File: src/sv/swst_pkg.sv
// Shared widths and defaults for the sliding window statistics block.
// No dependencies; imported by every module of the block.
package swst_pkg;

  localparam int SAMPLE_W          = 32;
  localparam int ENTRY_W           = 33;
  localparam int SUM_OUT_W         = 39;
  localparam int DEF_WINDOW_DEPTH  = 64;

endpackage

File: src/sv/swst_div.sv
// Floor division of the window sum by the window depth, done as a multiply
// by a constant reciprocal, 16 bits of the reciprocal per cycle.
// Depends on swst_pkg.
module swst_div
  import swst_pkg::*;
#(
  parameter int WINDOW_DEPTH = DEF_WINDOW_DEPTH,
  parameter int SUM_W        = SUM_OUT_W
) (
  input  logic                      clk,
  input  logic                      rst_n,
  input  logic                      start,
  input  logic signed [SUM_W-1:0]   dividend,
  output logic                      done,
  output logic signed [ENTRY_W-1:0] quotient
);

  // magnitude stays below 2^MAG_W; the reciprocal is exact for that range
  localparam int RW    = (WINDOW_DEPTH > 1) ? $clog2(WINDOW_DEPTH) : 1;
  localparam int MAG_W = SUM_W - 1;
  localparam int SH    = MAG_W + RW;
  localparam int M_W   = MAG_W + 1;
  localparam int CH    = 16;
  localparam int NCH   = (M_W + CH - 1) / CH;
  localparam int ACC_W = MAG_W + CH;
  localparam int QS    = SH - CH * (NCH - 1);
  localparam int CW    = (NCH > 1) ? $clog2(NCH) : 1;
  localparam logic [63:0] RECIP_64 =
    ((64'd1 << SH) + 64'(WINDOW_DEPTH) - 64'd1) / 64'(WINDOW_DEPTH);
  localparam logic [CH*NCH-1:0] RECIP_C = (CH * NCH)'(RECIP_64);
  localparam logic [SUM_W-1:0]  BIAS_C  = SUM_W'(WINDOW_DEPTH - 1);
  localparam logic [CW-1:0]     LAST_C  = CW'(NCH - 1);

  logic              busy_r;
  logic              done_r;
  logic              neg_r;
  logic [MAG_W-1:0]  mag_r;
  logic [CH*NCH-1:0] recip_r;
  logic [ACC_W-1:0]  acc_r;
  logic [CW-1:0]     cnt_r;

  logic [SUM_W-1:0]   mag;
  logic [ACC_W-1:0]   part;
  logic [ACC_W-1:0]   q_full;
  logic [ENTRY_W-1:0] q_mag;

  // floor for a negative sum: -( (|s| + depth - 1) / depth )
  assign mag = dividend[SUM_W-1] ? (BIAS_C - $unsigned(dividend)) : $unsigned(dividend);

  // magnitude times one 16-bit slice of the reciprocal
  assign part = ACC_W'(mag_r) * ACC_W'(recip_r[CH-1:0]);

  // sequencing: one reciprocal slice per cycle
  always_ff @(posedge clk) begin
    if (!rst_n) begin
      busy_r <= 1'b0;
      done_r <= 1'b0;
      cnt_r  <= '0;
    end else if (start) begin
      busy_r <= 1'b1;
      done_r <= 1'b0;
      cnt_r  <= '0;
    end else if (busy_r) begin
      cnt_r <= cnt_r + 1'b1;
      if (cnt_r == LAST_C) begin
        busy_r <= 1'b0;
        done_r <= 1'b1;
      end
    end
  end

  // datapath: low product bits are final once shifted out, so drop them
  always_ff @(posedge clk) begin
    if (start) begin
      neg_r   <= dividend[SUM_W-1];
      mag_r   <= mag[MAG_W-1:0];
      recip_r <= RECIP_C;
      acc_r   <= '0;
    end else if (busy_r) begin
      acc_r   <= (acc_r >> CH) + part;
      recip_r <= recip_r >> CH;
    end
  end

  assign q_full   = acc_r >> QS;
  assign q_mag    = q_full[ENTRY_W-1:0];
  assign quotient = neg_r ? -$signed(q_mag) : $signed(q_mag);
  assign done     = done_r;

endmodule

File: config.mk
export PLATFORM = sky130hd
export DESIGN_NAME = swst_div
export DESIGN_NICKNAME = d
export VERILOG_FILES = /design/src/sv/swst_pkg.sv /design/src/sv/swst_div.sv
export SDC_FILE = /design/constraint.sdc
export NUM_CORES = 1
export LEC_CHECK = 0
export BUFFER_PORTS_ARGS = -buffer_cell sky130_fd_sc_hd__clkbuf_2
export CORE_UTILIZATION = 55
export CTS_BUF_LIST = sky130_fd_sc_hd__clkbuf_8
export DETAILED_ROUTE_END_ITERATION = 10
export GPL_TIMING_DRIVEN = 1
export PLACE_DENSITY = 0.77
export SLEW_MARGIN = 0
export SYNTH_ARGS = -nofsm -noshare
export SYNTH_HDL_FRONTEND = slang
export SYNTH_SLANG_ARGS = --single-unit
File: constraint.sdc
create_clock -name clk -period 4.2 [get_ports clk]
set_input_delay 0.84 -clock clk [delete_from_list [all_inputs] [get_ports clk]]
set_output_delay 0.84 -clock clk [all_outputs]
set_load 0.1 [all_outputs]
After elaboration in Yosys (flattened, before gate mapping)
Cells that the tools add are included.

Register bits after elaboration: 100. Latch bits: 0. Memory bits (writable): 0. Bits in read-only memories: 0. Bits of input ports: 42. Output and inout bits: 34. Memories kept: 0.

Add/subtract/negate cells: 4. $mul: 1. Div/mod/pow operators: 0. $lt $le $gt $ge: 0. Equality and inequality tests: 1. Shifts and indexed selects: 0. Multiplexer cells: 5. Bitwise gates (word level): 1. Reduce and logical (&&, ||, !) cells: 2.

Operators with widths (count): $add A38 B45 Y46 (1); $mul A38 B1 Y39 (1); $mux W38 (1); $sub A6 B38 Y38 const A (1); $mux W33 (1); $neg A33 Y33 (1); $mux W1 (3); $add A2 B1 Y2 const B (1); $eq A2 B2 Y1 const B (1); $reduce_and A2 Y1 (1); $reduce_or A2 Y1 (1); $not A1 Y1 (1).

Longest topological paths before layout
Depth after elaboration: 4. Gate-level depth with buffers: 13.

Least setup slack after synthesis
Ideal clock, no wire load.

Path type: register -> output. From: register acc_r[22]. To: output quotient[31]. Arrival: 3.048 ns. Data required time: 3.360 ns. Path slack: 0.312 ns. Cell stages (with the launch flop): 9. Path buffers: 1. Path through: dfxtp_1 clkbuf_2 nor4_1 nand4_1 or2_1 or3_1 or4_1 o21ai_1 xnor2_1.

Cells in the longest elaborated chain, start to end: 2.

RTL lines: start, declared (RTL line swst_div.sv:39) `logic [ACC_W-1:0] acc_r;`; start signal, assigned (RTL line swst_div.sv:80) `acc_r <= (acc_r >> CH) + part;`; $neg A33 Y33 (RTL line swst_div.sv:87) `assign quotient = neg_r ? -$signed(q_mag) : $signed(q_mag);`; $mux W33 (RTL line swst_div.sv:87); end, declared (RTL line swst_div.sv:15) `output logic signed [ENTRY_W-1:0] quotient`.

No other way between the ends.

Final worst setup path
From: register acc_r[15]. To: output quotient[31].

Same word-level chain as after synthesis.

==> results.sh <==
export IMPL_status="finished, final reports clean"
export IMPL_diodes=0
export IMPL_nets=738
export IMPL_place_congestion=0.953
export IMPL_dpl_cell_area_um2=5940
export IMPL_ys_top_cells_by_area="edfxtp_1 (21%), dfxtp_1 (15%), xnor2_1 (12%)"
export IMPL_vias_per_cell=5.90
export IMPL_overflow=0
export IMPL_clk_pin_slew_ps=90
export IMPL_cellPowerDensity_nw_per_um2=355
export IMPL_syn_avg_cell_area_um2=9.06
export IMPL_synth_flop_cell="dfxtp_1"
export IMPL_htree_num_levels=3
export IMPL_dpl_hpwl_um=9950
export IMPL_worst_setup_path_end_kind="primary output"
export IMPL_die_w_um=102
export IMPL_io_pin_count=76
export IMPL_slew_violations=0
export IMPL_finClkSkew_ps=17.4
export IMPL_die_y_um=102
export IMPL_setup_viol=0
export IMPL_fin_crit_ps=4030
export IMPL_async_reset_ff_share_pct=0
export IMPL_yosysSeqAreaShare_pct=36.2
export IMPL_numCtsBuffers=9
export IMPL_finish_instance_area_um2=6160
export IMPL_hold_viol_final=0
export IMPL_clock_sinks=79
export IMPL_timing_slew_headroom_pct=34.4
export IMPL_critPathMaxStageDelay_ps=510
export IMPL_vdd_drop_max_mv=0.241
export IMPL_antenna_found_initial=0
export IMPL_synth_top_cell_area_share_pct=21.5
export IMPL_syn_inst=602
export IMPL_postRouteAntennaNets=0
export IMPL_yosys_area_top_type="edfxtp_1"
export IMPL_wl_per_cell_um=16.1
export IMPL_clock_fmax_ghz=0.248
export IMPL_critPathKind="reg -> out"
export IMPL_cts_hold_buf=0
export IMPL_drt_first_iter_violations=336
export IMPL_drc_errors=0
export IMPL_start_util_pct=57.9
export IMPL_drv_cap=0
export IMPL_cts_tree="built"
export IMPL_area_growth_pct=13.0
export IMPL_critPathSlowestCell="or4_1"
export IMPL_timing_hold_ws_ps=481
export IMPL_drive_gt1_share_pct=16.7
export IMPL_path_cells="nor4_4 > nand4_1 > or2_1 > or3_1 > or4_1 > o21ai_1 > xnor2_1 > buf_4"
export IMPL_die_area_um2=10300
export IMPL_hold_class="reg -> reg"
export IMPL_clock_latency_ps=360
export IMPL_clk_path_buf_depth=2
export IMPL_leakagePower_nw=2.48
export IMPL_row_count=35
export IMPL_portBuffers=75
export IMPL_synthTopCellsByCount="xnor2_1 (74), nand2_1 (69), o21ai_0 (47), nor2_1 (43), dfxtp_1 (40)"
export IMPL_tightest_slew_ps=984
export IMPL_grt_pass1_wl_um=20900
export IMPL_design_core_area_um2=9420
export IMPL_crit_arrival_ps=3190
export IMPL_ys_seq_elements=79
export IMPL_synth_edf_count=39
export IMPL_wirelength_um=13000
export IMPL_path_max_fanout=6
export IMPL_fin_total_pwr_mw=2.19
export IMPL_fin_util_pct=65.5
export IMPL_grt_pass1_vias=4275
export IMPL_grt_max_degree=40
export IMPL_cts_root_buf="clkbuf_8"
export IMPL_grt_usage_pct=26.0
export IMPL_syn_nets=669
export IMPL_yosysMostFrequentCell="xnor2_1"
export IMPL_ys_warn_count=0
export IMPL_worst_setup_path_start_kind="register"
export IMPL_synth_area_um2=5450
export IMPL_num_vias=4749
export IMPL_finalCritPeriodShare_pct=96.0
export IMPL_crit_required_ps=3360
export IMPL_dr_pass1_iters=5
export IMPL_synth_distinct_cells=60
[placed cells by master (no fill, tap or decap), types with 5 or more instances in the layout]
cell type	netlist	final
clkbuf_2	1	71
ha_1	25	25
a21o_1	6	6
nor2_1	43	43
dfxtp_1	40	40
and2_1	25	25
nand2_1	69	69
o211ai_1	8	8
and3_1	5	5
mux2i_1	10	10
o21ai_0	47	47
inv_1	10	13
nand4_1	11	11
or3_1	5	5
a21oi_1	25	25
xnor2_1	74	74
nand3_1	14	14
edfxtp_1	39	39
xor2_1	18	18
buf_4	1	9
clkbuf_8	0	10
o41ai_1	7	7
or4_1	10	10
a211oi_1	7	7
o31ai_1	15	15
[final cells by class]
cell class / instances / area (um^2)
Clock inverter: 6 / 52.6
Inverter: 10 / 37.5
Timing Repair Buffer: 83 / 449
Clock buffer: 10 / 138
Multi-Input combinational cell: 488 / 3350
Sequential cell: 79 / 1970
Fill cell: 764 / 3250
Tap cell: 129 / 161
[cell families (layout without fill, tap and decap cells)]
group,after synthesis,in the layout,synth area share [%]
DFF,79,79,36.2
AOI/OAI and AO/OA,146,146,17.9
muxes,12,12,2.25
buffers and inverters,35,109,2.50
and+or+nand+nor,213,213,20.7
adders and majority gates,25,25,5.74
xor gates and xnor gates,92,92,14.8
[report_power, final]
group	switching [mW]	total, mW	internal, mW	leakage (nW)
combinational	0.539	0.712	0.173	1.67
sequential	0.0481	0.918	0.869	0.706
clock	0.272	0.557	0.284	0.110
total	0.859	2.19	1.33	2.48
[per-stage QoR]
step / instances / TNS (ps) / setup slack [ps]
2_1_floorplan: 602 / 0 / 312
3_3_place_gp: 787 / 0 / 433
3_5_place_dp: 787 / 0 / 330
4_1_cts: 803 / 0 / 1.65
5_1_grt: 805 / -5.71 / -3.75
6_report: 805 / 0 / 169
[routing by layer]
metal  global-route usage (%)  routed length (um)
met5                        0                   0
met4                     8.92                 246
met3                     4.00                1050
met2                     42.0                5720
met1                     35.5                5940
[worst paths after layout]
kind | start | endpoint | slack, ps | cells past startpoint
worst min-delay path | recip_r[38] | recip_r[38] | 480 | 1
worst max-delay path | acc_r[15] | quotient[31] | 170 | 8
worst max register to register | recip_r[6] | acc_r[33] | 650 | 9
worst min register to register | recip_r[38] | recip_r[38] | 480 | 1
[flip-flops by register name, summed over array words and instances, names as in the netlist]
name and flops:
mag_r 38, acc_r 33, recip_r 3, cnt_r 2, busy_r 1, done 1, neg_r 1
[what timing repair did]
action / 4_1_cts / 5_1_grt
hold endpoints to repair: 0 / 0
setup endpoints to repair: 1 / 5
pin swaps: 0 / 1
setup buffers: 0 / 2
gates resized for setup: 1 / 7
[worst max-delay path: cells and delay by family, from the launching register on]
family | cells | cell delay, ps
AOI/OAI and AO/OA | 1 | 170
xor gates and xnor gates | 1 | 140
buffers and inverters | 1 | 310
DFF | 1 | 380
and+or+nand+nor | 5 | 1840
Power figures use the tool's default switching activity.
