File: config.mk
export PLATFORM = sky130hd
export DESIGN_NAME = swst_cell
export DESIGN_NICKNAME = d
export VERILOG_FILES = /design/src/sv/swst_pkg.sv /design/src/sv/swst_cell.sv
export SDC_FILE = /design/constraint.sdc
export NUM_CORES = 1
export LEC_CHECK = 0
export BUFFER_PORTS_ARGS = -buffer_cell sky130_fd_sc_hd__buf_4
export CORE_MARGIN = 3
export CORE_UTILIZATION = 43
export DETAILED_ROUTE_END_ITERATION = 10
export MAX_ROUTING_LAYER = met4
export PLACE_DENSITY_LB_ADDON = 0.15
export SLEW_MARGIN = 20
export SYNTH_ARGS = -nofsm -noshare
export SYNTH_HDL_FRONTEND = slang
export SYNTH_SLANG_ARGS = --single-unit
File: constraint.sdc
create_clock -name clk -period 0.8 [get_ports clk]
set_clock_uncertainty 0.05 [all_clocks]
set_input_delay 0.08 -clock clk [delete_from_list [all_inputs] [get_ports clk]]
set_output_delay 0.08 -clock clk [all_outputs]
set_load 0.02 [all_outputs]
File: src/sv/swst_pkg.sv
// Shared widths and defaults for the sliding window statistics block.
// No dependencies; imported by every module of the block.
package swst_pkg;

  localparam int SAMPLE_W          = 32;
  localparam int ENTRY_W           = 33;
  localparam int SUM_OUT_W         = 39;
  localparam int DEF_WINDOW_DEPTH  = 64;

endpackage

File: src/sv/swst_cell.sv
// One storage cell of the window chain: holds a single entry.
// Depends on swst_pkg for the entry width.
module swst_cell
  import swst_pkg::*;
(
  input  logic                      clk,
  input  logic                      rst_n,
  input  logic                      en,
  input  logic signed [ENTRY_W-1:0] d,
  output logic signed [ENTRY_W-1:0] q
);

  logic signed [ENTRY_W-1:0] q_r;

  // entry takes its neighbour's value whenever the chain moves
  always_ff @(posedge clk) begin
    if (!rst_n) begin
      q_r <= '0;
    end else if (en) begin
      q_r <= d;
    end
  end

  assign q = q_r;

endmodule

# After elaboration in Yosys (flattened, before gate mapping)
# Cells that the tools add are included.
[totals] register_bits=33 output_inout_bits=33 elab_cells=1

# Longest topological paths before layout
# Gate-level depths: netlist (run 1).
[depth] word_depth=0 depth_mapped=4

# Worst setup path before layout (run 1)
# No wires, ideal clock.
[synth_timing] path_kind="input to register" from="input en" to="register q_r[10] (netlist: q[10])" setup_ns=0.116 arrival_time_ns=0.561 t_required_ns=0.634 slack_ns=0.073 path_stages=4 n_path_buf=2 path_cell_list="buf_6 buf_12 mux2i_1 nor2b_1"
[synth_rtl] item="from (decl)" line="swst_cell.sv:8" rtl="input logic en,"
[synth_rtl] item="to (signal assigned)" line="swst_cell.sv:18" rtl="q_r <= '0;"
[synth_rtl] item="to (signal assigned)" line="swst_cell.sv:20" rtl="q_r <= d;"
[synth_rtl] item="to (decl)" line="swst_cell.sv:13" rtl="logic signed [ENTRY_W-1:0] q_r;"

# Worst setup path after layout (run 1)
[layout_timing] from="register q_r[2] (netlist: q[2])" to="output q[2]"
[layout_rtl] item="to (decl)" line="swst_cell.sv:10" rtl="output logic signed [ENTRY_W-1:0] q"
# No word-level cell between the ends.

==> run metrics, run 1 <==
outcome=finished with violations; violated checks=negative setup slack; Max Fclk=1070 MHz; WP data arrival=~0.80 ns; max-cap viol count=0; GPL Wtd Cong=0.674; vias=1158; synth unique cells=6; Leakage=1.20 nW; DP Cell Count=201; DR DRC count=0; final hold vios=0; clock sinks=33; largest family of logic cells by synthesized area=multiplexers; Worst-Skew Late Latency=just over 0.3 ns; final worst-path cycle share=1.17; power per cell area=1520 mW/mm2; Synth Area in Simple Gates=0.161; Slew headroom=0.837; Worst Path Required=0.67 ns; H-tree depth=2; adder and majority cell fraction of the synthesized area=0; TritonCTS clock tree=built; Initial DRC Count=9; Final Slew Violations=0; Vias/cell=4.73; post-layout net count=250; DP Wirelength=1910 um; fill count=130; Top delay family on crit path=flip-flops; Max Fanout on Critical Path=2; antenna violations before repair=0; antenna cells=0; endpoints failing setup=39; area leader, netlist=dfxtp_1; Num CTS Buffers=5; Post-Synth XOR/XNOR Area=0; Mapped Cells=106; clk slew on worst S/H paths=0.09 ns; critical-path cell list=buf_6; area grow syn2layout=89.2%; Buf/Inv on CP=1; share of the yosys chip area belonging to registers=0.516; Routed WL=3640 um; final setup margin=-0.133 ns; Max rail drop VDD=0.00116 V; placed cell area=0.00179 mm2; mapped cell area=between 0.001 and 0.0015 mm2; # IOs=between 60 and 70; mean routed wirelength per cell=between 10 and 15 um; post-synthesis compound-gate area fraction=0; commonest non-fill, non-tap cell in the layout=buf_4; first-pass GRT wire length=5420 um; CP Class=register to output pin; die width=60.6 um; Worst-Margin Slew=around 0.24 ns; Finished Cell Area=between 0.002 and 0.0025 mm2; max reg flops=33; Port Buffer Count=68; Syn Area/Cell=12.1 um2; class of the worst hold path=input port to register; largest net degree at the start of global routing=34; core area=0.00281 mm2; Min Hold Slack=0.0881 ns; synth top area cells=dfxtp_1 52%, mux2i_1 26%, nor2b_1 16%; mux cell area share after synthesis=0.258; crit path max-delay cell type=dfxtp_2; die area=0.00367 mm2; Final ANT Viol Nets=0; Non-Filler Instances=245; CP peak stage delay=0.36 ns; most frequent cells in the layout=37 x buf_4, 36 x buf_6, 33 x nor2b_1, 33 x dfxtp_2, 30 x mux2i_1; top cell type's share of synthesized area=0.516; clock buffer depth=2; initial core utilization=0.456; GRT Total Usage=0.212; num rows=19; yosys warns=0; clk root buf=clkbuf_4; crit end category=output pin; vias in the first global route=1188; unrepaired setup endpoints after global routing=true; drt first pass iters=2; share of cells above drive strength 1=0.547; syn_nets=roughly 140; Yosys reg bits=33; crit path time final=a little over 0.9 ns; Critical Path Source Type=register; total grt overflow=0; Die Height=60.6 um
-- timing repair --
| action | 4_1_cts | 5_1_grt |
|---|---|---|
| resized for setup | 66 | 16 |
| endpoints found under the hold margin | 33 | 0 |
| setup endpoints to repair | 33 | 49 |
| buffers inserted | 1 | 3 |
| hold buffers | 33 | 0 |
-- cells in the mapped netlist --
master    number
dfxtp_1       33
buf_6          1
buf_12         3
nor2b_1       33
clkbuf_1       3
mux2i_1       33
-- metrics by stage --
stage / total power (W) / util / setup TNS, ns / worst slack (ns)
2_1_floorplan: 0.00219 / - / 0 / 0.0733
3_3_place_gp: 0.00248 / 0.640 / 0 / 0.00923
3_5_place_dp: 0.00250 / 0.640 / -0.0577 / -0.0133
4_1_cts: 0.00364 / 0.839 / -4.04 / -0.137
5_1_grt: 0.00386 / 0.864 / -5.58 / -0.177
6_report: 0.00367 / 0.864 / -3.81 / -0.133
-- cell families (layout without fill, tap and decap cells) --
logic type / after synthesis / after routing
buffers and inverters: 7 / 115
DFF: 33 / 33
muxes: 33 / 33
and+or+nand+nor: 33 / 33
-- cell type report --
| class | count | area, um2 | share of cell area |
|---|---|---|---|
| Multi-Input combinational cell | 66 | 548 | 0.226 |
| Tap cell | 31 | 38.8 | 0.0160 |
| Sequential cell | 33 | 702 | 0.290 |
| Clock buffer | 7 | 55.1 | 0.0227 |
| Timing Repair Buffer | 108 | 1080 | 0.445 |
-- layer usage --
| layer | wire (um) | part of all wire | vias to the layer above | track usage |
|---|---|---|---|---|
| met5 | 0 | 0 | - | - |
| met4 | 51 | 0.014 | 0 | 0.0805 |
| met3 | 234 | 0.064 | 9 | 0.0723 |
| met2 | 1990 | 0.55 | 49 | 0.371 |
| met1 | 1370 | 0.38 | 535 | 0.216 |
| li1 | - | - | 565 | - |
-- power by group --
part           leakage [nW]  total, W  internal (W)  switching [W]
Clock                0.0314  0.000921      0.000415       0.000506
Sequential            0.284   0.00183       0.00176      0.0000721
Combinational         0.889  0.000917      0.000564       0.000352
Total                  1.20   0.00367       0.00274       0.000930
-- final timing paths --
check	from	endpoint	slack, ns	cells past startpoint
max	q[2]	q[2]	-0.13	1
min	rst_n	q[30]	0.09	2
max reg2reg	q[30]	q[30]	-0.03	3
min reg2reg	q[16]	q[16]	0.47	2
No activity file was read; power rests on OpenSTA's default activity.
==> inputs of run 2 (changes only) <==
REMOVE_ABC_BUFFERS = 1   (was default)
==> run 2 against run 1 <==
The run still ends with negative setup slack left; wire length shrank 0.63%; register-to-register slack about the same; clock-buffer cell count is 1 lower; final cell count did not move; sequential power is essentially flat; core utilization shrank 0.80 points; worst hold slack better by 0.0021 ns; combinational power shrank 1%; non-clock buffer count decreased by 1; global-route usage fell by 0.58 points; critical path type unchanged; critical endpoint is now q[12]; largest power group unchanged.
==> run metrics, run 2 (synthesis results as in run 1) <==
outcome=finished with violations (unchanged); violated checks=negative setup slack (unchanged); Final Slew Violations=0 (unchanged); most frequent cells in the layout=37 x buf_6, 35 x buf_4, 33 x nor2b_1, 33 x dfxtp_2, 32 x mux2i_1 (was 37 x buf_4, 36 x buf_6, 33 x nor2b_1, 33 x dfxtp_2, 30 x mux2i_1); CP peak stage delay=0.36 ns (about the same); setup slack at placement=-0.0117 ns (was -0.0133 ns); max reg flops=33 (unchanged); H-tree depth=2 (unchanged); endpoints failing setup=39 (unchanged); TritonCTS clock tree=built (unchanged); first-pass GRT wire length=5340 um (was 5420 um); fill count=154 (was 130); Critical Path Source Type=register (unchanged); core area=0.00281 mm2 (unchanged); Worst-Skew Late Latency=0.32 ns (was 0.31 ns); Leakage=1.18 nW (was 1.20 nW); clock buffer depth=2 (unchanged); clk slew on worst S/H paths=0.10 ns (was 0.09 ns); final worst-path cycle share=1.16 (was 1.17); internal power=0.00265 W (was 0.00274 W); Die Height=60.6 um (unchanged); Final ANT Viol Nets=0 (unchanged); crit path time final=0.931 ns (was 0.933 ns); Vias/cell=4.68 (was 4.73); Max Fclk=1070 MHz (about the same); WHS Endpoint=q[29] (was q[30]); FF-to-FF Start=q[22] (was q[30]); Max rail drop VDD=0.00109 V (was 0.00116 V); Min Hold Slack=0.0901 ns (was 0.0881 ns); class of the worst hold path=input port to register (unchanged); post-layout net count=249 (was 250); RR Endpoint=q[22] (was q[30]); hold path depth=2 (unchanged); Worst R2R Path Depth=3 (unchanged); Slew headroom=0.835 (was 0.837); clock sinks=33 (unchanged); die width=60.6 um (unchanged); combinational power share=0.251 (was 0.250); Levels on crit path=1 (unchanged); WP data arrival=0.80 ns (about the same); unrepaired setup endpoints after global routing=true (unchanged); total grt overflow=0 (unchanged); hold_sp=rst_n (unchanged); critical-path cell list=buf_6 (unchanged); final setup margin=-0.131 ns (was -0.133 ns); initial core utilization=0.456 (unchanged); r2r setup slk=-0.04 ns (was -0.03 ns); drt first pass iters=4 (was 2); num rows=19 (unchanged); Port Buffer Count=68 (unchanged); antenna cells=0 (unchanged); Seq pwr share=0.509 (was 0.499); Buf/Inv on CP=1 (unchanged); DP Wirelength=1920 um (was 1910 um); clock share of power=0.240 (was 0.251); most crowded layer after global routing=met2 (unchanged); GPL Wtd Cong=0.742 (was 0.674); max-cap viol count=0 (unchanged); switching pwr=0.000950 W (was 0.000930 W); area grow syn2layout=87.5% (was 89.2%); largest net degree at the start of global routing=34 (unchanged); die area=0.00367 mm2 (unchanged); clk root buf=clkbuf_4 (unchanged); crit path max-delay cell type=dfxtp_2 (unchanged); # IOs=69 (unchanged); Routed WL=3620 um (was 3640 um); Worst Path Required=0.67 ns (about the same); power per cell area=1500 mW/mm2 (was 1520 mW/mm2); antenna violations before repair=0 (unchanged); Initial DRC Count=11 (was 9); vias=1147 (was 1158); Non-Filler Instances=245 (unchanged); mean routed wirelength per cell=14.8 um (was 14.9 um); final hold vios=0 (unchanged); Top delay family on crit path=flip-flops (unchanged); commonest non-fill, non-tap cell in the layout=buf_6 (was buf_4); CP Class=register to output pin (unchanged); DP Cell Count=200 (was 201); Num CTS Buffers=5 (unchanged); vias in the first global route=1240 (was 1188); DR DRC count=0 (unchanged); met2 GRT Util=0.371 (unchanged); Max Fanout on Critical Path=2 (unchanged); met3 usage=0.0617 (was 0.0723); GRT Total Usage=0.206 (was 0.212); global-route met1 utilization=0.213 (was 0.216); crit end category=output pin (unchanged); Switching Share=0.264 (was 0.253); placed cell area=0.00179 mm2 (about the same); Finished Cell Area=0.00240 mm2 (was 0.00242 mm2); Worst-Margin Slew=0.247 ns (was 0.245 ns); share of cells above drive strength 1=0.537 (was 0.547)
==> run 2: cell types whose count changed in the layout (fill, tap and decap cells not counted) <==
cell            delta
clkinv_2           +2
dlygate4sd3_1      +3
dlymetal6s4s_1     -3
buf_4              -2
mux2i_1            +2
mux2i_2            -2
clkbuf_8           -1
buf_6              +1
==> run 2: worst max path at each step <==
stage / startpoint / endpoint / slack, ns
final: q[12] / q[12] / -0.13
after global routing: q[2] / q[2] / -0.17
after global placement: en / q[24] / 0.001
after CTS: q[6] / q[6] / -0.15
after detailed placement: en / q[30] / -0.01
after floorplan: q[0] / q[0] / 0.08
==> run 2: layout make-up <==
| type | instances | area (um2) | share of cell area |
|---|---|---|---|
| Clock buffer | 6 | 41.3 | 0.0172 |
| Tap cell | 31 | 38.8 | 0.0162 |
| Multi-Input combinational cell | 66 | 541 | 0.225 |
| Clock inverter | 2 | 10.0 | 0.00417 |
| Sequential cell | 33 | 702 | 0.292 |
| Timing Repair Buffer | 107 | 1070 | 0.445 |
==> run 2: through the flow <==
step	total power [W]	util	setup TNS, ns
after floorplan	0.00211	-	0
after global placement	0.00248	0.637	0
after detailed placement	0.00249	0.637	-0.0504
after CTS	0.00359	0.832	-4.44
after global routing	0.00376	0.855	-5.37
final	0.00360	0.855	-3.90
==> run 2: metal layers <==
metal | up-vias | part of all wire
met2 | 45 | 0.56
met1 | 537 | 0.38
met3 | 4 | 0.055
met4 | 0 | 0.0064
met5 | - | 0
li1 | 561 | -
==> run 2: power by group through the flow <==
| stage | clock (W) | combinational (W) | sequential, W |
|---|---|---|---|
| after global placement | 0 | 0.000650 | 0.00183 |
| after floorplan | 0 | 0.000163 | 0.00194 |
| after global routing | 0.000951 | 0.000964 | 0.00185 |
| after CTS | 0.000908 | 0.000852 | 0.00183 |
| final | 0.000865 | 0.000904 | 0.00183 |
| after detailed placement | 0 | 0.000663 | 0.00183 |
==> run 2: what timing repair did <==
action	CTS	global route
setup endpoints to repair	33	43
resized for setup	66	12
buffers inserted	0	4
hold buffers	33	0
hold endpoints to repair	33	0
pin swaps	0	0
